--- config.mk ---
export PLATFORM = sky130hd
export DESIGN_NAME = ordered_array_list
export DESIGN_NICKNAME = d
export VERILOG_FILES = /design/src/hdl/oal_pkg.sv /design/src/hdl/oal_ram.sv /design/src/hdl/oal_ctrl.sv /design/src/hdl/ordered_array_list.sv
export VERILOG_INCLUDE_DIRS = /design/src /design/src/hdl
export SDC_FILE = /design/constraint.sdc
export NUM_CORES = 2
export LEC_CHECK = 0
export BUFFER_PORTS_ARGS = -buffer_cell sky130_fd_sc_hd__clkbuf_2
export CORE_ASPECT_RATIO = 0.5
export CORE_MARGIN = 1.5
export CORE_UTILIZATION = 45
export CTS_BUF_LIST = sky130_fd_sc_hd__clkbuf_8
export DETAILED_ROUTE_END_ITERATION = 16
export HOLD_SLACK_MARGIN = 0.08
export PLACE_DENSITY = 0.61
export SLEW_MARGIN = 15
export SYNTH_ARGS = -nofsm -noshare
export SYNTH_HDL_FRONTEND = slang
export SYNTH_SLANG_ARGS = --single-unit
export TNS_END_PERCENT = 1
--- constraint.sdc ---
create_clock -name clk -period 5.4 [get_ports clk]
set_input_delay 0.54 -clock clk [delete_from_list [all_inputs] [get_ports clk]]
set_output_delay 0.54 -clock clk [all_outputs]
set_load 0.02 [all_outputs]
--- src/hdl/assert_macros.svh ---
// ----------------------------------------------------------------------------
// Assertion macros
// Shared concurrent assertion helpers, clocked on clk and disabled in reset.
// ----------------------------------------------------------------------------
`ifndef ASSERT_MACROS_SVH
`define ASSERT_MACROS_SVH

`ifndef SYNTH
// Condition that must hold at every clock edge outside reset.
`define ASSERT_ALWAYS(lbl, cond) \
	lbl: assert property (@(posedge clk) disable iff (!arst_n) (cond)) \
		else $error("assertion failed");
// Antecedent in one cycle implies the consequent in the same cycle.
`define ASSERT_IMPL(lbl, ante, cons) \
	lbl: assert property (@(posedge clk) disable iff (!arst_n) (ante) |-> (cons)) \
		else $error("assertion failed");
// Antecedent in one cycle implies the consequent in the next cycle.
`define ASSERT_NEXT(lbl, ante, cons) \
	lbl: assert property (@(posedge clk) disable iff (!arst_n) (ante) |=> (cons)) \
		else $error("assertion failed");
`else
`define ASSERT_ALWAYS(lbl, cond)
`define ASSERT_IMPL(lbl, ante, cons)
`define ASSERT_NEXT(lbl, ante, cons)
`endif

`endif

--- src/hdl/oal_pkg.sv ---
// ----------------------------------------------------------------------------
// oal_pkg
// Types and codes shared by the ordered array list modules.
// ----------------------------------------------------------------------------
`default_nettype none

package oal_pkg;

	localparam int CAPACITY_DEF = 128;

	// Request kinds.
	localparam logic [1:0] REQ_INSERT = 2'd0;
	localparam logic [1:0] REQ_DELETE = 2'd1;
	localparam logic [1:0] REQ_FIND   = 2'd2;

	// Result status codes.
	localparam logic [1:0] STS_OK        = 2'd0;
	localparam logic [1:0] STS_FULL      = 2'd1;
	localparam logic [1:0] STS_ILLEGAL   = 2'd2;
	localparam logic [1:0] STS_NOT_FOUND = 2'd3;

	localparam int SLOT_W  = 8;
	localparam int FOUND_W = 7;
	localparam int COUNT_W = 8;
	localparam int VALUE_W = 32;

	typedef struct packed {
		logic [1:0]                req_type;
		logic [SLOT_W-1:0]         slot;
		logic signed [VALUE_W-1:0] value;
	} req_t;

	typedef struct packed {
		logic [1:0]         status;
		logic [FOUND_W-1:0] found_slot;
		logic [COUNT_W-1:0] count;
	} res_t;

endpackage

`default_nettype wire

--- src/hdl/oal_ram.sv ---
// ----------------------------------------------------------------------------
// oal_ram
// Generic simple dual-port RAM: one write port, one registered read port.
// ----------------------------------------------------------------------------
`default_nettype none

module oal_ram #(
	parameter int WIDTH = 32,
	parameter int DEPTH = 128,
	parameter int AW    = (DEPTH > 1) ? $clog2(DEPTH) : 1
) (
	input  wire logic             clk,
	input  wire logic             we,
	input  wire logic [AW-1:0]    waddr,
	input  wire logic [WIDTH-1:0] wdata,
	input  wire logic [AW-1:0]    raddr,
	output logic      [WIDTH-1:0] rdata
);

	logic [WIDTH-1:0] mem [DEPTH];

	always_ff @(posedge clk) begin
		if (we) begin
			mem[waddr] <= wdata;
		end
		rdata <= mem[raddr];
	end

endmodule

`default_nettype wire

--- src/hdl/oal_ctrl.sv ---
// ----------------------------------------------------------------------------
// oal_ctrl
// Sequencer that walks the store one entry per cycle for shifts and search.
// ----------------------------------------------------------------------------
`default_nettype none
`include "assert_macros.svh"

module oal_ctrl #(
	parameter int CAPACITY = oal_pkg::CAPACITY_DEF,
	parameter int AW       = (CAPACITY > 1) ? $clog2(CAPACITY) : 1
) (
	input  wire logic                          clk,
	input  wire logic                          arst_n,
	input  wire logic                          start,
	input  wire oal_pkg::req_t                 req,
	output logic                               busy,
	output logic                               done,
	output oal_pkg::res_t                      res,
	output logic                               mem_we,
	output logic [AW-1:0]                      mem_waddr,
	output logic [oal_pkg::VALUE_W-1:0]        mem_wdata,
	output logic [AW-1:0]                      mem_raddr,
	input  wire logic [oal_pkg::VALUE_W-1:0]   mem_rdata
);

	import oal_pkg::*;

	localparam int CW = $clog2(CAPACITY + 1);
	localparam int WW = ((CW > SLOT_W) ? CW : SLOT_W) + 1;

	localparam logic [2:0] ST_IDLE  = 3'd0;
	localparam logic [2:0] ST_UP    = 3'd1;
	localparam logic [2:0] ST_PUT   = 3'd2;
	localparam logic [2:0] ST_DN    = 3'd3;
	localparam logic [2:0] ST_FLUSH = 3'd4;
	localparam logic [2:0] ST_SCAN  = 3'd5;

	logic [2:0]         state_q;
	logic [CW-1:0]      cnt_q;
	logic               done_q;
	logic               pend_q;
	logic               chk_q;
	res_t               res_q;
	logic [AW-1:0]      rd_q;
	logic [AW-1:0]      pos_q;
	logic [AW-1:0]      wa_q;
	logic [AW-1:0]      ci_q;
	logic [VALUE_W-1:0] val_q;

	logic [WW-1:0] slot_w;
	logic [WW-1:0] cnt_w;
	logic [AW-1:0] last_a;
	logic          match;
	logic          full_ins;

	assign slot_w = WW'(req.slot);
	assign cnt_w  = WW'(cnt_q);
	assign last_a = AW'(cnt_q - CW'(1));
	assign match  = (mem_rdata == val_q);

	always_ff @(posedge clk or negedge arst_n) begin
		if (!arst_n) begin
			state_q <= ST_IDLE;
			cnt_q   <= '0;
			done_q  <= 1'b0;
			pend_q  <= 1'b0;
			chk_q   <= 1'b0;
		end else begin
			done_q <= 1'b0;
			pend_q <= (state_q == ST_UP) || (state_q == ST_DN);
			case (state_q)
				ST_IDLE: begin
					if (start) begin
						val_q            <= req.value;
						pos_q            <= AW'(req.slot);
						chk_q            <= 1'b0;
						res_q.found_slot <= '0;
						res_q.count      <= COUNT_W'(cnt_q);
						case (req.req_type)
							REQ_INSERT: begin
								if (cnt_q == CW'(CAPACITY)) begin
									res_q.status <= STS_FULL;
									done_q       <= 1'b1;
								end else if (slot_w > cnt_w) begin
									res_q.status <= STS_ILLEGAL;
									done_q       <= 1'b1;
								end else if (slot_w == cnt_w) begin
									state_q <= ST_PUT;
								end else begin
									rd_q    <= last_a;
									state_q <= ST_UP;
								end
							end
							REQ_DELETE: begin
								if (slot_w >= cnt_w) begin
									res_q.status <= STS_ILLEGAL;
									done_q       <= 1'b1;
								end else if (slot_w + WW'(1) == cnt_w) begin
									// Last entry removed: nothing to move.
									cnt_q        <= cnt_q - CW'(1);
									res_q.status <= STS_OK;
									res_q.count  <= COUNT_W'(cnt_q - CW'(1));
									done_q       <= 1'b1;
								end else begin
									rd_q    <= AW'(req.slot) + AW'(1);
									state_q <= ST_DN;
								end
							end
							REQ_FIND: begin
								if (cnt_q == '0) begin
									res_q.status <= STS_NOT_FOUND;
									done_q       <= 1'b1;
								end else begin
									rd_q    <= '0;
									state_q <= ST_SCAN;
								end
							end
							default: begin
								res_q.status <= STS_ILLEGAL;
								done_q       <= 1'b1;
							end
						endcase
					end
				end
				ST_UP: begin
					wa_q <= rd_q + AW'(1);
					if (rd_q == pos_q) begin
						state_q <= ST_PUT;
					end else begin
						rd_q <= rd_q - AW'(1);
					end
				end
				ST_PUT: begin
					// Waits for the last moved entry before writing the new one.
					if (!pend_q) begin
						cnt_q        <= cnt_q + CW'(1);
						res_q.status <= STS_OK;
						res_q.count  <= COUNT_W'(cnt_q + CW'(1));
						done_q       <= 1'b1;
						state_q      <= ST_IDLE;
					end
				end
				ST_DN: begin
					wa_q <= rd_q - AW'(1);
					if (rd_q == last_a) begin
						state_q <= ST_FLUSH;
					end else begin
						rd_q <= rd_q + AW'(1);
					end
				end
				ST_FLUSH: begin
					cnt_q        <= cnt_q - CW'(1);
					res_q.status <= STS_OK;
					res_q.count  <= COUNT_W'(cnt_q - CW'(1));
					done_q       <= 1'b1;
					state_q      <= ST_IDLE;
				end
				ST_SCAN: begin
					chk_q <= 1'b1;
					ci_q  <= rd_q;
					rd_q  <= rd_q + AW'(1);
					if (chk_q && match) begin
						res_q.status     <= STS_OK;
						res_q.found_slot <= FOUND_W'(ci_q);
						done_q           <= 1'b1;
						state_q          <= ST_IDLE;
					end else if (chk_q && (ci_q == last_a)) begin
						res_q.status <= STS_NOT_FOUND;
						done_q       <= 1'b1;
						state_q      <= ST_IDLE;
					end
				end
				default: begin
					state_q <= ST_IDLE;
				end
			endcase
		end
	end

	// A pending move has priority; the new value goes in once moves are done.
	assign mem_we    = pend_q || ((state_q == ST_PUT) && !pend_q);
	assign mem_waddr = pend_q ? wa_q : pos_q;
	assign mem_wdata = pend_q ? mem_rdata : val_q;
	assign mem_raddr = rd_q;

	assign busy = (state_q != ST_IDLE);
	assign done = done_q;
	assign res  = res_q;

	// Insert transaction taken while the store is full.
	assign full_ins = start && !busy && (req.req_type == REQ_INSERT) &&
		(cnt_q == CW'(CAPACITY));

	`ASSERT_IMPL(a_done_idle, done_q, state_q == ST_IDLE)
	`ASSERT_ALWAYS(a_cnt_range, cnt_q <= CW'(CAPACITY))
	`ASSERT_IMPL(a_flush_pend, state_q == ST_FLUSH, pend_q)
	`ASSERT_IMPL(a_cnt_at_done, !$stable(cnt_q), done_q)
	`ASSERT_NEXT(a_full_ins, full_ins, done_q && (res_q.status == STS_FULL))

endmodule

`default_nettype wire

--- src/hdl/ordered_array_list.sv ---
// Ordered array list: insert, delete and find over a list kept in one RAM.
// Rejected requests finish without a walk. An insert at position p below n
// entries moves the entries from p upwards, a delete those above it, and a
// find reads entries until a match or the last entry; each walk uses the
// single RAM port pair, moving or reading one entry per cycle. One request
// in flight; busy covers it. No result stall. Reset empties the list at once.
// ----------------------------------------------------------------------------
// ordered_array_list
// Sequential list of signed 32-bit values with insert, delete and find.
// ----------------------------------------------------------------------------
`default_nettype none

module ordered_array_list #(
	parameter int CAPACITY = oal_pkg::CAPACITY_DEF
) (
	input  wire logic          clk,
	input  wire logic          arst_n,
	input  wire logic          start,
	output logic               busy,
	input  wire oal_pkg::req_t req,
	output logic               done,
	output oal_pkg::res_t      res
);

	import oal_pkg::*;

	// Address width of the entry store.
	localparam int AW = (CAPACITY > 1) ? $clog2(CAPACITY) : 1;

	// Store port signals between the sequencer and the RAM.
	logic               mem_we;
	logic [AW-1:0]      mem_waddr;
	logic [VALUE_W-1:0] mem_wdata;
	logic [AW-1:0]      mem_raddr;
	logic [VALUE_W-1:0] mem_rdata;

	// The sequencer takes a transaction when start is seen with busy low.
	// Inserts walk from the top of the list down to the insert position,
	// moving each entry up by one: the read of one entry overlaps the write
	// of the entry read in the cycle before. Deletes walk upwards from the
	// entry after the deleted one in the same way. A find reads entries in
	// order and compares each returned word with the search value in the
	// single comparator, stopping at the first match or after the last entry.
	oal_ctrl #(
		.CAPACITY (CAPACITY),
		.AW       (AW)
	) u_ctrl (
		.clk       (clk),
		.arst_n    (arst_n),
		.start     (start),
		.req       (req),
		.busy      (busy),
		.done      (done),
		.res       (res),
		.mem_we    (mem_we),
		.mem_waddr (mem_waddr),
		.mem_wdata (mem_wdata),
		.mem_raddr (mem_raddr),
		.mem_rdata (mem_rdata)
	);

	// Entry store. Its contents are not cleared by reset: only positions
	// below the count are ever read for a result, and each has been written.
	oal_ram #(
		.WIDTH (VALUE_W),
		.DEPTH (CAPACITY),
		.AW    (AW)
	) u_ram (
		.clk   (clk),
		.we    (mem_we),
		.waddr (mem_waddr),
		.wdata (mem_wdata),
		.raddr (mem_raddr),
		.rdata (mem_rdata)
	);

endmodule

`default_nettype wire
[Word-level counts from Yosys, hierarchy flattened]
Memory sizes are Yosys's and may differ from the RTL's. A register that Yosys moved wholly into a read port is not among the register bits.
Cells that the tools add are included.
Word-level totals
  bits in writable memories: 4096
  output and inout port bits: 19
  bits in registers: 91
  bits of input ports: 45
  memories kept: 1
  word-level logic and storage cells: 142
Memories
  u_ram.mem: depth 128, width 32, read ports 1, clocked after memory_dff 1, wr ports 1, line oal_ram.sv:20  | logic [WIDTH-1:0] mem [DEPTH];
Cells by class
  reduce and logical (&&, ||, !) cells: 25
  add/subtract/negate cells: 6
  equality and inequality tests: 32
  mux-type cells: 63
  magnitude comparators: 2
Operators by type and width (count)
  7-bit two-way mux: 11
  8-bit case mux with 3 select lines: 2
  8-bit two-way mux: 5
  3-bit two-way mux: 11
  32-bit equality test: 1
  32-bit two-way mux: 1
  7-bit case mux with 2 select lines: 2
  7-bit case mux with 4 select lines: 1
  7-bit equality test: 3
  7-bit case mux with 3 select lines: 1
  2-bit two-way mux: 9
  3-bit != test, second input constant: 6
  17-bit two-way mux: 1
  3-bit case mux with 5 select lines: 1
  7-bit by 1-bit adder with 7-bit output, second input constant: 2
  1-bit two-way mux: 12
  2-bit != test, second input constant: 6
  12-bit AND reduction: 1
  11-bit AND reduction: 1
  8-bit by 1-bit adder with 9-bit output, second input constant: 1
  9-bit by 8-bit equality test with 1-bit output: 1
  3-bit case mux with 3 select lines: 1
  8-bit by 1-bit adder with 8-bit output, second input constant: 1
  8-bit equality test: 1
  other kinds (33): 46

[Logic depth before layout (Yosys ltp)]
  depth after elaboration: 7
  depth in mapped cells: 14
  depth with buffers taken out: 10

[By module]
Synthesis repeated with hierarchy kept, for this count alone.
Second synthesis, totals
  cell total of the unflattened synthesis: 6548
  area, all modules: 162259.4 um^2
By module, submodules not included
  oal_ram: area an instance 156276.1 um^2, sequential area each 123638.6 um^2, cells each 5990, instances 1
  oal_ctrl: area an instance 5983.2 um^2, sequential area each 2662.6 um^2, cells each 558, instances 1

[Worst setup path before layout]
No wires, ideal clock.
  kind: flip-flop to flip-flop
  start point: register u_ctrl.state_q[0]
  end point: memory u_ram.mem[101][0] (enable)
  required time: 4.979 ns
  buffers on the path: 3
  data arrival time: 3.017 ns
  library setup time: 0.421 ns
  clock period less this slack: 3.439 ns
  stages on the path, launching flop included: 9
  slack: 1.961 ns
  cell sequence: dfrtp_1 -> clkbuf_1 -> inv_1 -> nand3_1 -> nand2b_1 -> clkbuf_1 -> nand3_1 -> clkbuf_1 -> nor2_1
Between the ends
  cells in the longest elaborated chain, start to end: 5
RTL lines
  from (decl): line oal_ctrl.sv:38  | logic [2:0] state_q;
  from (signal assigned): line oal_ctrl.sv:63  | state_q <= ST_IDLE;
  from (signal assigned): line oal_ctrl.sv:88  | state_q <= ST_PUT;
  from (signal assigned): line oal_ctrl.sv:91  | state_q <= ST_UP;
  3-bit by 2-bit equality test with 1-bit output: line oal_ctrl.sv:181  | assign mem_we = pend_q || ((state_q == ST_PUT) && !pend_q);
  1-bit logical AND: line oal_ctrl.sv:181
  1-bit logical OR: line oal_ctrl.sv:181
  1-bit two-way mux: line oal_ram.sv:23  | if (we) begin
  1-bit two-way mux (implied by the code): line oal_ram.sv:24  | mem[waddr] <= wdata;
  to (decl): line oal_ram.sv:20
No other way between the ends.

[Final worst setup path]
  start point: register u_ctrl.pend_q
  end point: memory u_ram.mem[25][21] (enable)
Between the ends
  cells in the longest elaborated chain, start to end: 5
  elaborated cells on any way between the ends: 6
  classes of those cells: mux (3); reduce/logical (3)
RTL lines
  from (decl): line oal_ctrl.sv:41  | logic pend_q;
  from (signal assigned): line oal_ctrl.sv:70  | pend_q <= (state_q == ST_UP) || (state_q == ST_DN);
  1-bit logical NOT
  1-bit logical AND: line oal_ctrl.sv:181
  1-bit logical OR: line oal_ctrl.sv:181
  1-bit two-way mux: line oal_ram.sv:23
  1-bit two-way mux (implied by the code): line oal_ram.sv:24
Several ways; a longest one is shown, not always the timed one.

==> summary.md <==
| Metric | Value |
|---|---|
| Top cell type's share of synthesized area | `0.772` |
| Max Transition Viols Final | `0` |
| XOR/XNOR share of the synthesized area | `0.00497` |
| Drt pass-1 iters | `6` |
| Initial Util | `0.454` |
| Post-route setup TNS | `0 ns` |
| Post-Place Cells | `between 10000 and 15000` |
| Final Hold Viols | `0` |
| R2R setup slack | `1.17 ns` |
| Comb pwr share | `0.325` |
| WS Path Type | `reg2reg` |
| Die Wd | `~850 µm` |
| Layout Cells excl Fill | `12600` |
| WL final | `436 mm` |
| Core area | `358000 µm²` |
| Psw | `33100 µW` |
| Skew-Pair Late Insertion Delay | `1.10 ns` |
| Post-synthesis cell type count | `63` |
| VDD IR max | `between 0.0005 and 0.0006 V` |
| Residual DRC | `0` |
| Post-Syn Area | `162000 µm²` |
| Status | `completed` |
| Fin nets | `7362` |
| Clock root cell | `clkbuf_8` |
| CP max FO | `23` |
| Final clock skew | `0.0733 ns` |
| Largest net degree at the start of global routing | `roughly 110` |
| Yosys top cell by area | `edfxtp_1` |
| Asr flop ratio synth | `0.00332` |
| Vias in the first global route | `76600` |
| RSZ-0062 raised after global routing | `false` |
| Pwr/cell area | `around 530 nW/µm²` |
| Simple-gate share of the synthesized area | `0.0101` |
| Cell-internal power | `63700 µW` |
| Post-CTS setup buffers | `0` |
| Slew margin rel. | `0.115` |
| Worst-path cell chain | `nand2b_1 -> o21ai_1 -> nand2_1 -> nor2_4 -> buf_4` |
| CTS tree | `yes` |
| Post-synth top flop | `edfxtp_1` |
| Ranking of synthesized cells by area | `edfxtp_1 77%, mux4_2 19%, clkbuf_1 0.45%` |
| Clock power share | `0.240` |
| H-tree Lvls | `6` |
| Placer's final routability congestion estimate | `a little over 0.9` |
| Worst-margin pin slew | `1.32 ns` |
| First-pass GRT wire length | `roughly 600 mm` |
| Final ANT Viol Nets | `0` |
| Grt ovf | `0` |
| Synth cell count leaders | `4173 x edfxtp_1, 1337 x mux4_2, 194 x clkbuf_1` |
| Row cnt | `155` |
| Tmin final | `4.23 ns` |
| Critical Path AT | `5.03 ns` |
| Total track usage | `0.236` |
| Largest family of logic cells by synthesized area | `multiplexers` |
| Detailed router's first-iteration violation count | `11700` |
| IO Port Bufs | `63` |
| Area share of fa/ha/maj cells after synthesis | `0.00146` |
| Static Leak | `about 0.057 µW` |
| Mux cell area share after synthesis | `0.190` |
| Cts hold-fix bufs | `42` |
| Crit-path slowest cell | `o21ai_1` |
| Most frequent cell after synthesis | `edfxtp_1` |
| Vias per Instance | `6.17` |
| Worst setup EP type | `register` |
| Complex-gate fraction of the synthesized area | `0.00609` |
| Avg Cell Area, Syn | `~24 µm²` |
| CP Data Required Time | `~6.2 ns` |
| Clock sink count | `~4200` |
| Sequential power share | `0.435` |
| Dpl hpwl | `250 mm` |
| Number of register bits inferred by synthesis | `approximately 4200` |
| Max clock buf depth | `4` |
| Vias | `77500` |
| Max_cap viols | `0` |
| Initial antenna violation count | `71` |
| Sequential fraction of the synthesis area | `0.778` |
| Final setup vio count | `0` |
| Drt wl/cell | `34.7 µm` |
| Die Y | `428 µm` |
| Clock slew at reported path FFs | `0.06 ns` |
| Final period util | `0.784` |
| CP Launch Type | `register` |
| P&R area growth vs syn | `12.3%` |
| CTS resizes | `0` |
| Ports | `64` |
| Ys Warns | `0` |
| Syn_nets | `6696` |
| Switching share of power | `0.342` |
| CTS Buf Count | `604` |
| Number of synthesized flops with an enable pin | `about 4200` |
| Hold Path Class | `in2reg` |
| Total power | `between 90000 and 100000 µW` |
| Fmax | `0.236 GHz` |
| Slowest stage delay, CP | `roughly 1.0 ns` |
| DIE AREA | `365000 µm²` |
| Gate Count Post-Synth | `6632` |
| Fraction of layout cells with a size suffix above 1 | `0.338` |
cell usage in the layout, fill, tap and decap left out, drive strengths merged, types with 19 or more instances in the layout:
cell type and instances:
a21oi 24, buf 302, clkbuf 687, clkinv 181, clkinvlp 20, dfxtp 32
diode 20, dlygate4sd3 42, edfxtp 4173, ha 19, inv 251, mux2 51
mux4 1337, nand2 105, nand3 32, nor2 168, o21ai 34, xnor2 35
xor2 52
power groups by stage:
stage / Combinational (µW) / Sequential, µW / Clock (µW)
after floorplan: 17700 / 42500 / 0
after global placement: 30700 / 42700 / 0
after detailed placement: 31100 / 42800 / 0
after CTS: 31100 / 42100 / 23600
after global routing: 32700 / 42100 / 25000
final: 31500 / 42100 / 23200
metal layers:
layer,vias to the layer above,global-route usage,wire [µm]
li1,30100,-,-
met1,42300,0.360,183000
met2,4351,0.334,190000
met3,736,0.0669,50000
met4,30,0.0700,13200
met5,-,0,209
final cells by class:
type / instances / area [µm²]
flip-flops and latches: 4219 / 126000
repair buffers: 407 / 3640
fillers: 27700 / 176000
diodes: 20 / 50.0
clock inverters: 430 / 2070
multi-input cells: 2035 / 35700
clock buffers: 624 / 8590
well taps: 4788 / 5990
inverters: 31 / 118
state kept, by name (all words and copies together), names as in the netlist:
register,count
u_ctrl.done,1
u_ctrl.res,17
u_ctrl.pend_q,1
u_ram.rdata,32
u_ctrl.cnt_q,8
u_ctrl.state_q,3
u_ctrl.mem_raddr,7
u_ctrl.val_q,32
u_ctrl.chk_q,1
u_ctrl.wa_q,7
u_ctrl.ci_q,7
u_ram.mem,4096
u_ctrl.pos_q,7
metrics by stage:
step / instance area (µm²) / worst slack, ns / hold slack [ns] / util
final: 182000 / 1.17 / 0.137 / 0.510
after global placement: 171000 / 1.21 / 0.576 / 0.478
after floorplan: 162000 / 1.96 / 0.244 / -
after global routing: 182000 / 1.12 / 0.144 / 0.509
after detailed placement: 171000 / 1.20 / 0.573 / 0.478
after CTS: 182000 / 1.22 / 0.0831 / 0.509
critical path: cells and delay by family, from the launching register on:
family	cells	cell delay (ns)
simple gates	3	2.06
compound gates	1	1.01
flops	1	0.56
buf+inv	1	0.30
cell families after synthesis:
kind of cell             count (synthesis)
AO/OA/AOI/OAI                          148
XOR/XNOR                                89
adder cells (fa/ha/maj)                 19
buffers and inverters                  378
flip-flops                            4219
multiplexers                          1399
AND/OR/NAND/NOR                        380
final timing paths:
kind / start / to / cells past startpoint
hold reg to reg: u_ctrl.chk_q / u_ctrl.chk_q / 1
min in group asynchronous: arst_n / u_ctrl.cnt_q[6] / 2
setup reg to reg: u_ctrl.pend_q / u_ram.mem[25][21] / 5
setup / recovery: u_ctrl.pend_q / u_ram.mem[25][21] / 5
max in group asynchronous: arst_n / u_ctrl.pend_q / 2
hold / removal: req[40] / u_ctrl.res[15] / 3
No activity file was read; power rests on OpenSTA's default activity.
